<file path="config.mk">
export PLATFORM = sky130hd
export DESIGN_NAME = analog_stick_deadzone_mapper_top
export DESIGN_NICKNAME = d
export VERILOG_FILES = /design/src/rtl/asdm_pkg.sv /design/src/rtl/asdm_div.sv /design/src/rtl/asdm_sqrt.sv /design/src/rtl/analog_stick_deadzone_mapper_top.sv
export SDC_FILE = /design/constraint.sdc
export NUM_CORES = 2
export LEC_CHECK = 0
export BUFFER_PORTS_ARGS = -buffer_cell sky130_fd_sc_hd__buf_2
export CORE_MARGIN = 2
export CORE_UTILIZATION = 40
export CTS_CLUSTER_DIAMETER = 100
export DETAILED_ROUTE_END_ITERATION = 6
export HOLD_SLACK_MARGIN = 0.1
export SLEW_MARGIN = 20
export SYNTH_ARGS = -nofsm -noshare
export SYNTH_HDL_FRONTEND = slang
export SYNTH_HIERARCHICAL = 1
export SYNTH_SLANG_ARGS = --single-unit
</file>
<file path="constraint.sdc">
create_clock -name clk_i -period 9.48 [get_ports clk_i]
set_input_delay 0.474 -clock clk_i [delete_from_list [all_inputs] [get_ports clk_i]]
set_output_delay 0.474 -clock clk_i [all_outputs]
set_load 0.01 [all_outputs]
</file>
<file path="src/rtl/asdm_pkg.sv">
// Shared constants and types of the analog stick dead-zone mapper.
package asdm_pkg;

  localparam int NUM_STICKS  = 2;
  localparam int STICK_IDX_W = (NUM_STICKS > 1) ? $clog2(NUM_STICKS) : 1;
  localparam int ONE_Q14     = 16384;

  localparam int VAL_W      = 16;
  localparam int MAG_W      = 15;
  localparam int DZ_W       = 14;
  localparam int LVL_W      = 15;
  localparam int DEV_W      = 8;
  localparam int CFG_IDX_W  = 2;
  localparam int CFG_DATA_W = 15;

  localparam int DIV_NUM_W = 31;
  localparam int DIV_DEN_W = 15;
  localparam int RAD_W     = 30;
  localparam int ROOT_W    = 15;
  localparam int OPND_W    = 17;
  localparam int PROD_W    = 34;
  localparam int RES_W     = 33;

  typedef enum logic [CFG_IDX_W-1:0] {
    CFG_DEAD_ZONE = 2'd0,
    CFG_INV_DZ    = 2'd1,
    CFG_SENS      = 2'd2,
    CFG_CIRC      = 2'd3
  } cfg_idx_e;

  typedef struct packed {
    logic [DIV_NUM_W-1:0] num;
    logic [DIV_DEN_W-1:0] den;
  } div_req_t;

  typedef struct packed {
    logic busy;
    logic done;
  } unit_stat_t;

endpackage

</file>
<file path="src/rtl/asdm_div.sv">
// Shared restoring divider, one quotient bit per cycle.
module asdm_div (
  input  logic                            clk_i,
  input  logic                            rst_ni,
  input  logic                            start_i,
  input  asdm_pkg::div_req_t              req_i,
  output asdm_pkg::unit_stat_t            stat_o,
  output logic [asdm_pkg::DIV_NUM_W-1:0]  quot_o
);

  localparam int CNT_W = $clog2(asdm_pkg::DIV_NUM_W);

  logic                             busy_q, done_q;
  logic [CNT_W-1:0]                 cnt_q;
  logic [asdm_pkg::DIV_NUM_W-1:0]   acc_q;
  logic [asdm_pkg::DIV_DEN_W-1:0]   rem_q, den_q, rem_d;
  logic [asdm_pkg::DIV_DEN_W:0]     trial, diff;
  logic                             ge;

  always_comb begin
    trial = {rem_q, acc_q[asdm_pkg::DIV_NUM_W-1]};
    ge    = trial >= {1'b0, den_q};
    diff  = trial - {1'b0, den_q};
    rem_d = ge ? diff[asdm_pkg::DIV_DEN_W-1:0] : trial[asdm_pkg::DIV_DEN_W-1:0];
  end

  always_ff @(posedge clk_i or negedge rst_ni) begin
    if (!rst_ni) begin
      busy_q <= 1'b0;
      done_q <= 1'b0;
      cnt_q  <= '0;
      acc_q  <= '0;
      rem_q  <= '0;
      den_q  <= '0;
    end else begin
      done_q <= !start_i && busy_q && (cnt_q == CNT_W'(asdm_pkg::DIV_NUM_W - 1));
      if (start_i) begin
        busy_q <= 1'b1;
        cnt_q  <= '0;
        acc_q  <= req_i.num;
        rem_q  <= '0;
        den_q  <= req_i.den;
      end else if (busy_q) begin
        rem_q <= rem_d;
        acc_q <= {acc_q[asdm_pkg::DIV_NUM_W-2:0], ge};
        cnt_q <= cnt_q + 1'b1;
        if (cnt_q == CNT_W'(asdm_pkg::DIV_NUM_W - 1)) begin
          busy_q <= 1'b0;
        end
      end
    end
  end

  assign stat_o.busy = busy_q;
  assign stat_o.done = done_q;
  assign quot_o      = acc_q;

endmodule

</file>
<file path="src/rtl/asdm_sqrt.sv">
// Iterative rounded integer square root, two radicand bits per cycle.
module asdm_sqrt (
  input  logic                          clk_i,
  input  logic                          rst_ni,
  input  logic                          start_i,
  input  logic [asdm_pkg::RAD_W-1:0]    rad_i,
  output asdm_pkg::unit_stat_t          stat_o,
  output logic [asdm_pkg::ROOT_W-1:0]   root_o
);

  logic                         busy_q, done_q;
  logic [asdm_pkg::RAD_W-1:0]   v_q, r_q, bit_q, sum, r_rnd;

  always_comb begin
    sum   = r_q + bit_q;
    r_rnd = (v_q > r_q) ? r_q + 1'b1 : r_q;
  end

  always_ff @(posedge clk_i or negedge rst_ni) begin
    if (!rst_ni) begin
      busy_q <= 1'b0;
      done_q <= 1'b0;
      v_q    <= '0;
      r_q    <= '0;
      bit_q  <= '0;
    end else begin
      done_q <= !start_i && busy_q && (bit_q == asdm_pkg::RAD_W'(1));
      if (start_i) begin
        busy_q <= 1'b1;
        v_q    <= rad_i;
        r_q    <= '0;
        bit_q  <= asdm_pkg::RAD_W'(1) << (asdm_pkg::RAD_W - 2);
      end else if (busy_q) begin
        if (v_q >= sum) begin
          v_q <= v_q - sum;
          r_q <= (r_q >> 1) + bit_q;
        end else begin
          r_q <= r_q >> 1;
        end
        bit_q <= bit_q >> 2;
        if (bit_q == asdm_pkg::RAD_W'(1)) begin
          busy_q <= 1'b0;
        end
      end
    end
  end

  assign stat_o.busy = busy_q;
  assign stat_o.done = done_q;
  assign root_o      = r_rnd[asdm_pkg::ROOT_W-1:0];

endmodule

</file>
<file path="src/rtl/analog_stick_deadzone_mapper_top.sv">
// Top level of the analog stick dead-zone mapper: stick state, sequencer and result register.
//
// One input beat carries one axis sample (stick, axis, Q2.14 value, source device) and
// produces exactly one output beat with the raw pair and the mapped pair of that stick.
// Configuration registers (dead zone, inverse dead zone, sensitivity, circular mode) are
// written through cfg_we_i, cfg_idx_i and cfg_data_i and take effect at once.
// The block takes one beat at a time: in_ready_o is high only while it is idle.
// A sample that is ignored, or a stick at rest, goes from idle straight to the output state.
// A mapped sample uses the shared 31-step divider three times (level, X, Y), and in
// circular mode it first uses the 15-step square root unit.
// The result stays in the output register until out_ready_i is taken; a stalled receiver
// simply holds the block, and no new beat is accepted until the result leaves.
// Reset clears both stick positions and owners and loads the default registers
// (sensitivity 1.0, all others zero).
module analog_stick_deadzone_mapper_top (
  input  logic                              clk_i,
  input  logic                              rst_ni,
  input  logic                              in_valid_i,
  output logic                              in_ready_o,
  input  logic                              stick_sel_i,
  input  logic                              axis_sel_i,
  input  logic signed [asdm_pkg::VAL_W-1:0] axis_value_i,
  input  logic [asdm_pkg::DEV_W-1:0]        source_device_i,
  output logic                              out_valid_o,
  input  logic                              out_ready_i,
  output logic                              stick_out_o,
  output logic signed [asdm_pkg::VAL_W-1:0] raw_x_o,
  output logic signed [asdm_pkg::VAL_W-1:0] raw_y_o,
  output logic signed [asdm_pkg::VAL_W-1:0] mapped_x_o,
  output logic signed [asdm_pkg::VAL_W-1:0] mapped_y_o,
  output logic                              mapped_valid_o,
  input  logic                              cfg_we_i,
  input  logic [asdm_pkg::CFG_IDX_W-1:0]    cfg_idx_i,
  input  logic [asdm_pkg::CFG_DATA_W-1:0]   cfg_data_i
);

  typedef enum logic [2:0] {
    ST_IDLE, ST_NORM, ST_SQRT, ST_MUL, ST_DIV, ST_WAIT, ST_OUT
  } state_e;

  typedef enum logic [1:0] {PH_LEVEL, PH_X, PH_Y} phase_e;

  localparam int VW = asdm_pkg::VAL_W;
  localparam int MW = asdm_pkg::MAG_W;

  state_e state_q;
  phase_e phase_q;

  logic [asdm_pkg::DZ_W-1:0]  dz_q;
  logic [asdm_pkg::LVL_W-1:0] inv_q, sens_q;
  logic                       circ_q;

  logic signed [VW-1:0]       pos_q [asdm_pkg::NUM_STICKS][2];
  logic [asdm_pkg::DEV_W-1:0] owner_q [asdm_pkg::NUM_STICKS];

  logic signed [VW-1:0]            x_q, y_q, raw_x_q, raw_y_q, mx_q, my_q;
  logic [MW-1:0]                   ax_q, ay_q, m_q, mn_q, norm_q;
  logic                            stick_q, valid_q, neg_q;
  logic signed [asdm_pkg::PROD_W-1:0] prod_q;
  logic [asdm_pkg::DIV_DEN_W-1:0]  den_q;

  // Accept-side logic.
  logic                            accept, in_range, in_dz, take;
  logic [asdm_pkg::STICK_IDX_W-1:0] idx;
  logic signed [VW-1:0]            v, cur_x, cur_y, new_x, new_y;
  logic [MW-1:0]                   av, nax, nay, nm;

  always_comb begin
    accept   = in_valid_i && in_ready_o;
    idx      = asdm_pkg::STICK_IDX_W'(stick_sel_i);
    in_range = int'(stick_sel_i) < asdm_pkg::NUM_STICKS;
    if (axis_value_i > VW'(asdm_pkg::ONE_Q14)) begin
      v = VW'(asdm_pkg::ONE_Q14);
    end else if (axis_value_i < -VW'(asdm_pkg::ONE_Q14)) begin
      v = -VW'(asdm_pkg::ONE_Q14);
    end else begin
      v = axis_value_i;
    end
    av     = v[VW-1] ? MW'(-v) : MW'(v);
    in_dz  = (19'(av) * 19'd10) < (19'(dz_q) * 19'd7);
    cur_x  = in_range ? pos_q[idx][0] : '0;
    cur_y  = in_range ? pos_q[idx][1] : '0;
    new_x  = axis_sel_i ? cur_x : v;
    new_y  = axis_sel_i ? v : cur_y;
    take   = in_range && !(in_dz && (owner_q[idx] != source_device_i));
    nax    = new_x[VW-1] ? MW'(-new_x) : MW'(new_x);
    nay    = new_y[VW-1] ? MW'(-new_y) : MW'(new_y);
    nm     = (nax > nay) ? nax : nay;
  end

  // Shared units.
  asdm_pkg::div_req_t             div_req;
  asdm_pkg::unit_stat_t           div_stat, sqrt_stat;
  logic [asdm_pkg::DIV_NUM_W-1:0] quot;
  logic [asdm_pkg::ROOT_W-1:0]    root;
  logic                           div_start, sqrt_start;
  logic [asdm_pkg::RAD_W-1:0]     rad;
  logic [asdm_pkg::PROD_W-1:0]    prod_mag;

  always_comb begin
    prod_mag    = prod_q[asdm_pkg::PROD_W-1] ? asdm_pkg::PROD_W'(-prod_q)
                                             : asdm_pkg::PROD_W'(prod_q);
    div_req.num = prod_mag[asdm_pkg::DIV_NUM_W-1:0]
                + asdm_pkg::DIV_NUM_W'(den_q >> 1);
    div_req.den = den_q;
    div_start   = (state_q == ST_DIV);
    sqrt_start  = (state_q == ST_NORM) && circ_q;
    rad         = (asdm_pkg::RAD_W'(ax_q) * asdm_pkg::RAD_W'(ax_q))
                + (asdm_pkg::RAD_W'(ay_q) * asdm_pkg::RAD_W'(ay_q));
  end

  asdm_div u_div (
    .clk_i   (clk_i),
    .rst_ni  (rst_ni),
    .start_i (div_start),
    .req_i   (div_req),
    .stat_o  (div_stat),
    .quot_o  (quot)
  );

  asdm_sqrt u_sqrt (
    .clk_i   (clk_i),
    .rst_ni  (rst_ni),
    .start_i (sqrt_start),
    .rad_i   (rad),
    .stat_o  (sqrt_stat),
    .root_o  (root)
  );

  // Multiplier operands and divider result handling.
  logic signed [asdm_pkg::OPND_W-1:0] op_a, op_b;
  logic [asdm_pkg::DIV_DEN_W-1:0]     den_n;
  logic signed [asdm_pkg::RES_W-1:0]  res, lvl;
  logic [MW-1:0]                      mn_n;
  logic signed [VW-1:0]               ax_res;

  always_comb begin
    case (phase_q)
      PH_LEVEL: begin
        op_a  = $signed({2'b00, norm_q}) - $signed({3'b000, dz_q});
        op_b  = $signed({2'b00, sens_q}) - $signed({2'b00, inv_q});
        den_n = asdm_pkg::DIV_DEN_W'(asdm_pkg::ONE_Q14) - asdm_pkg::DIV_DEN_W'(dz_q);
      end
      PH_X: begin
        op_a  = asdm_pkg::OPND_W'(x_q);
        op_b  = $signed({2'b00, mn_q});
        den_n = m_q;
      end
      default: begin
        op_a  = asdm_pkg::OPND_W'(y_q);
        op_b  = $signed({2'b00, mn_q});
        den_n = m_q;
      end
    endcase
    res = neg_q ? -$signed({2'b00, quot}) : $signed({2'b00, quot});
    lvl = $signed({{(asdm_pkg::RES_W - asdm_pkg::LVL_W){1'b0}}, inv_q}) + res;
    if (lvl < 0) begin
      mn_n = '0;
    end else if (lvl > asdm_pkg::RES_W'(asdm_pkg::ONE_Q14)) begin
      mn_n = MW'(asdm_pkg::ONE_Q14);
    end else begin
      mn_n = lvl[MW-1:0];
    end
    if (res > asdm_pkg::RES_W'(asdm_pkg::ONE_Q14)) begin
      ax_res = VW'(asdm_pkg::ONE_Q14);
    end else if (res < -asdm_pkg::RES_W'(asdm_pkg::ONE_Q14)) begin
      ax_res = -VW'(asdm_pkg::ONE_Q14);
    end else begin
      ax_res = res[VW-1:0];
    end
  end

  always_ff @(posedge clk_i or negedge rst_ni) begin
    if (!rst_ni) begin
      state_q <= ST_IDLE;
      phase_q <= PH_LEVEL;
      dz_q    <= '0;
      inv_q   <= '0;
      sens_q  <= asdm_pkg::LVL_W'(asdm_pkg::ONE_Q14);
      circ_q  <= 1'b0;
      for (int i = 0; i < asdm_pkg::NUM_STICKS; i++) begin
        pos_q[i][0] <= '0;
        pos_q[i][1] <= '0;
        owner_q[i]  <= '0;
      end
      x_q     <= '0;
      y_q     <= '0;
      raw_x_q <= '0;
      raw_y_q <= '0;
      mx_q    <= '0;
      my_q    <= '0;
      ax_q    <= '0;
      ay_q    <= '0;
      m_q     <= '0;
      mn_q    <= '0;
      norm_q  <= '0;
      stick_q <= 1'b0;
      valid_q <= 1'b0;
      neg_q   <= 1'b0;
      prod_q  <= '0;
      den_q   <= '0;
    end else begin
      if (cfg_we_i) begin
        case (asdm_pkg::cfg_idx_e'(cfg_idx_i))
          asdm_pkg::CFG_DEAD_ZONE: dz_q   <= cfg_data_i[asdm_pkg::DZ_W-1:0];
          asdm_pkg::CFG_INV_DZ:    inv_q  <= cfg_data_i;
          asdm_pkg::CFG_SENS:      sens_q <= cfg_data_i;
          asdm_pkg::CFG_CIRC:      circ_q <= cfg_data_i[0];
          default: ;
        endcase
      end
      case (state_q)
        ST_IDLE: begin
          if (accept) begin
            stick_q <= stick_sel_i;
            raw_x_q <= new_x;
            raw_y_q <= new_y;
            x_q     <= new_x;
            y_q     <= new_y;
            ax_q    <= nax;
            ay_q    <= nay;
            m_q     <= nm;
            mx_q    <= '0;
            my_q    <= '0;
            valid_q <= take;
            phase_q <= PH_LEVEL;
            if (in_range && !in_dz) begin
              owner_q[idx] <= source_device_i;
            end
            if (take) begin
              pos_q[idx][axis_sel_i] <= v;
            end
            state_q <= (take && (nm != '0)) ? ST_NORM : ST_OUT;
          end
        end
        ST_NORM: begin
          if (circ_q) begin
            state_q <= ST_SQRT;
          end else begin
            norm_q  <= m_q;
            state_q <= ST_MUL;
          end
        end
        ST_SQRT: begin
          if (sqrt_stat.done) begin
            norm_q  <= root;
            state_q <= ST_MUL;
          end
        end
        ST_MUL: begin
          prod_q  <= asdm_pkg::PROD_W'(op_a) * asdm_pkg::PROD_W'(op_b);
          neg_q   <= op_a[asdm_pkg::OPND_W-1] ^ op_b[asdm_pkg::OPND_W-1];
          den_q   <= den_n;
          state_q <= ST_DIV;
        end
        ST_DIV: begin
          state_q <= ST_WAIT;
        end
        ST_WAIT: begin
          if (div_stat.done) begin
            case (phase_q)
              PH_LEVEL: begin
                mn_q    <= mn_n;
                phase_q <= PH_X;
                state_q <= ST_MUL;
              end
              PH_X: begin
                mx_q    <= ax_res;
                phase_q <= PH_Y;
                state_q <= ST_MUL;
              end
              default: begin
                my_q    <= ax_res;
                state_q <= ST_OUT;
              end
            endcase
          end
        end
        ST_OUT: begin
          if (out_ready_i) begin
            state_q <= ST_IDLE;
          end
        end
        default: state_q <= ST_IDLE;
      endcase
    end
  end

  assign in_ready_o     = (state_q == ST_IDLE);
  assign out_valid_o    = (state_q == ST_OUT);
  assign stick_out_o    = stick_q;
  assign raw_x_o        = raw_x_q;
  assign raw_y_o        = raw_y_q;
  assign mapped_x_o     = mx_q;
  assign mapped_y_o     = my_q;
  assign mapped_valid_o = valid_q;

  // The block never offers a result while it takes a new beat.
  assert property (@(posedge clk_i) disable iff (!rst_ni)
    !(in_ready_o && out_valid_o))
    else $error("ready and result valid at once");

  // An accepted beat takes in_ready_o low; the design keeps it low until the result has left.
  assert property (@(posedge clk_i) disable iff (!rst_ni)
    (in_valid_i && in_ready_o) |=> !in_ready_o)
    else $error("input taken twice in a row");

  // An ignored sample reports a zero mapped pair.
  assert property (@(posedge clk_i) disable iff (!rst_ni)
    (out_valid_o && !mapped_valid_o) |-> (mapped_x_o == '0 && mapped_y_o == '0))
    else $error("ignored sample has nonzero mapped pair");

  // The mapped level stays within full scale.
  assert property (@(posedge clk_i) disable iff (!rst_ni)
    mn_q <= MW'(asdm_pkg::ONE_Q14))
    else $error("mapped level out of range");

  // The divider is only started when it is free.
  assert property (@(posedge clk_i) disable iff (!rst_ni)
    div_start |-> !div_stat.busy)
    else $error("divider started while busy");

  // The square root unit is only started when it is free.
  assert property (@(posedge clk_i) disable iff (!rst_ni)
    sqrt_start |-> !sqrt_stat.busy)
    else $error("square root started while busy");

endmodule
</file>
==> metrics.txt <==
routed wire length=between 150 and 200 mm; Syn. warnings=6; min-delay worst type=in -> reg; initial drt markers=about 3,500; CORE AREA=145,200 um^2; post-route clock period utilization=0.9521; Layout area overhead=8.908%; worst path arrival time=9.56 ns; antenna violations before repair=6; max cap viols=0; vias in the first global route=around 47,000; share of cells above drive strength 1=0.09321; clock sink count=about 460; initial core utilization=0.4015; WL/cell=between 20 and 25 um; Finish-stage setup viols=0; Crit Path Category=reg -> reg; Synth Instances=6,560; Total GRT Usage=0.2350; Root Buffer=clkbuf_16; die area=~150,000 um^2; CP delay by family, top=adder cells; status=finished, final reports clean; Clock Path Buffers=3; detailed-router iteration count before antenna repair=7; largest net degree at the start of global routing=154; Netlist Area Pre-Place=between 50,000 and 60,000 um^2; # rows=140; Clock transition at path regs=around 0.060 ns; Worst Setup End Kind=flip-flop; Placer Congestion=between 0.9 and 1; setup tns final=0 ns; drt drc=0; average cell area after synthesis=8.888 um^2; fin. max-slew vios=0; die height=around 390 um; CTS buffer count=around 60; final hold vios=0; grt total ovfl=0; H-tree levels=2; CP max stage delay=0.56 ns; Post-DRT Antenna Nets=0; fillers=approximately 14,000; worst skew pair latency=approximately 0.74 ns; Critical Path RT=approximately 10 ns; syn nets=about 7,800; Slew HR=0.2806; CP dominant cell by count=fa_1; hpwl dp=roughly 140 mm; CP max stage cell=fa_1; NumNets Final=between 7,000 and 8,000; crit path max fanout=6; startpoint types=flip-flop; Worst-Margin Slew=~1.1 ns; first-pass GRT wire length=around 270 mm; die outline width=385.8 um; Tmin final=approximately 9 ns; CTS tree=done; CP Buf/Inv Count=7; f_max=110.8 MHz; IO Count=between 100 and 150; clock skew=around 0.07 ns; vias per inst=between 5 and 6; vias=46,590; port bufs=115
==> stage by stage <==
| stage | hold slack (ns) | utilization | std cells | worst slack, ns | cell area, um^2 |
|---|---|---|---|---|---|
| 2_1_floorplan | 0.1784 | - | 6560 | 0.6488 | 58310 |
| 3_3_place_gp | 0.4567 | 0.4208 | 8427 | 0.3906 | 61110 |
| 3_5_place_dp | 0.4605 | 0.4208 | 8427 | 0.2397 | 61110 |
| 4_1_cts | 0.1050 | 0.4367 | 8556 | 0.1472 | 63410 |
| 5_1_grt | 0.1251 | 0.4373 | 8559 | -0.02860 | 63500 |
| 6_report | 0.1526 | 0.4373 | 8560 | 0.4545 | 63500 |
==> layer usage <==
layer / vias up / wire (um) / share of wire / GRT usage
li1: 21910 / - / - / -
met3: 247 / 10580 / 0.061 / 0.03708
met1: 23230 / 78640 / 0.45 / 0.3288
met2: 1211 / 78240 / 0.45 / 0.3728
met4: 0 / 5736 / 0.033 / 0.07227
met5: - / 0 / 0 / 0
==> cell type report <==
cell class	count	area [um^2]	area share
multi-input cells	4876	42240	0.6652
flip-flops and latches	462	11570	0.1822
inverters	954	3585	0.05645
well taps	1917	2399	0.03777
clock buffers	71	1644	0.02589
repair buffers	234	1543	0.02429
clock inverters	44	516.7	0.008138
diodes	2	5.005	0.00007881
==> tightest hold or removal path: cells and delay by family <==
| family | cells | cell delay [ns] |
|---|---|---|
| and+or+nand+nor | 1 | 0.09 |
| buffers and inverters | 1 | 0.19 |
| AOI/OAI and AO/OA | 1 | 0.08 |
==> worst paths after layout <==
check                                from              to  slack [ns]  cells past startpoint
max in group asynchronous          rst_ni     owner_q[11]        6.88                      4
min reg2reg                mapped_y_o[10]  mapped_y_o[10]        0.47                      2
max reg2reg                     norm_q[0]      prod_q[30]        0.45                     35
max                             norm_q[0]      prod_q[30]        0.45                     35
min                         cfg_data_i[4]         dz_q[4]        0.15                      3
min in group asynchronous          rst_ni   mapped_y_o[9]        0.35                      2
==> what timing repair did <==
item / 4_1_cts / 5_1_grt
hold buffers: 14 / 0
setup buffers: 0 / 2
resized for setup: 0 / 20
endpoints found under the setup margin: 0 / 6
endpoints found under the hold margin: 87 / 0
==> state kept, by name (all words and copies together), names as in the netlist, 5 cells and up <==
register      cells
m_q              15
u_div/cnt_q       5
dz_q             14
u_div/quot_o     31
den_q            15
norm_q           15
u_sqrt/bit_q     15
mapped_y_o       16
raw_x_o          16
ay_q             14
inv_q            15
pos_q            64
owner_q          16
sens_q           15
raw_y_o          16
mapped_x_o       16
ax_q             14
prod_q           32
u_div/rem_q      15
u_div/den_q      15
u_sqrt/r_q       30
mn_q             15
u_sqrt/v_q       30
==> layout by cell type (no fill, tap or decap), types with 12 or more instances in the layout <==
cell type / n
nor2b_1: 53
nor3_1: 94
ha_1: 511
buf_2: 114
clkbuf_16: 61
nand3_1: 103
o31ai_1: 75
o41ai_1: 18
mux2_2: 136
buf_4: 102
dfrtp_1: 457
nor4_1: 27
nor3b_1: 18
o21ai_0: 300
a21o_1: 107
or3_1: 34
o21a_1: 48
and2_1: 134
dlygate4sd3_1: 14
fa_1: 635
xor2_1: 125
nand2_1: 659
or2_2: 38
mux2i_1: 145
nand4_1: 47
a31oi_1: 52
a211oi_1: 58
xnor2_1: 204
nor2_1: 490
inv_1: 947
and3_1: 38
o21bai_1: 31
nand2b_1: 49
o21ai_1: 67
o21ai_2: 12
a21oi_1: 250
or4_1: 17
o211ai_1: 26
Power is not shown: default switching activity piles up to over one toggle a cycle in this logic, so the estimate is an artifact.
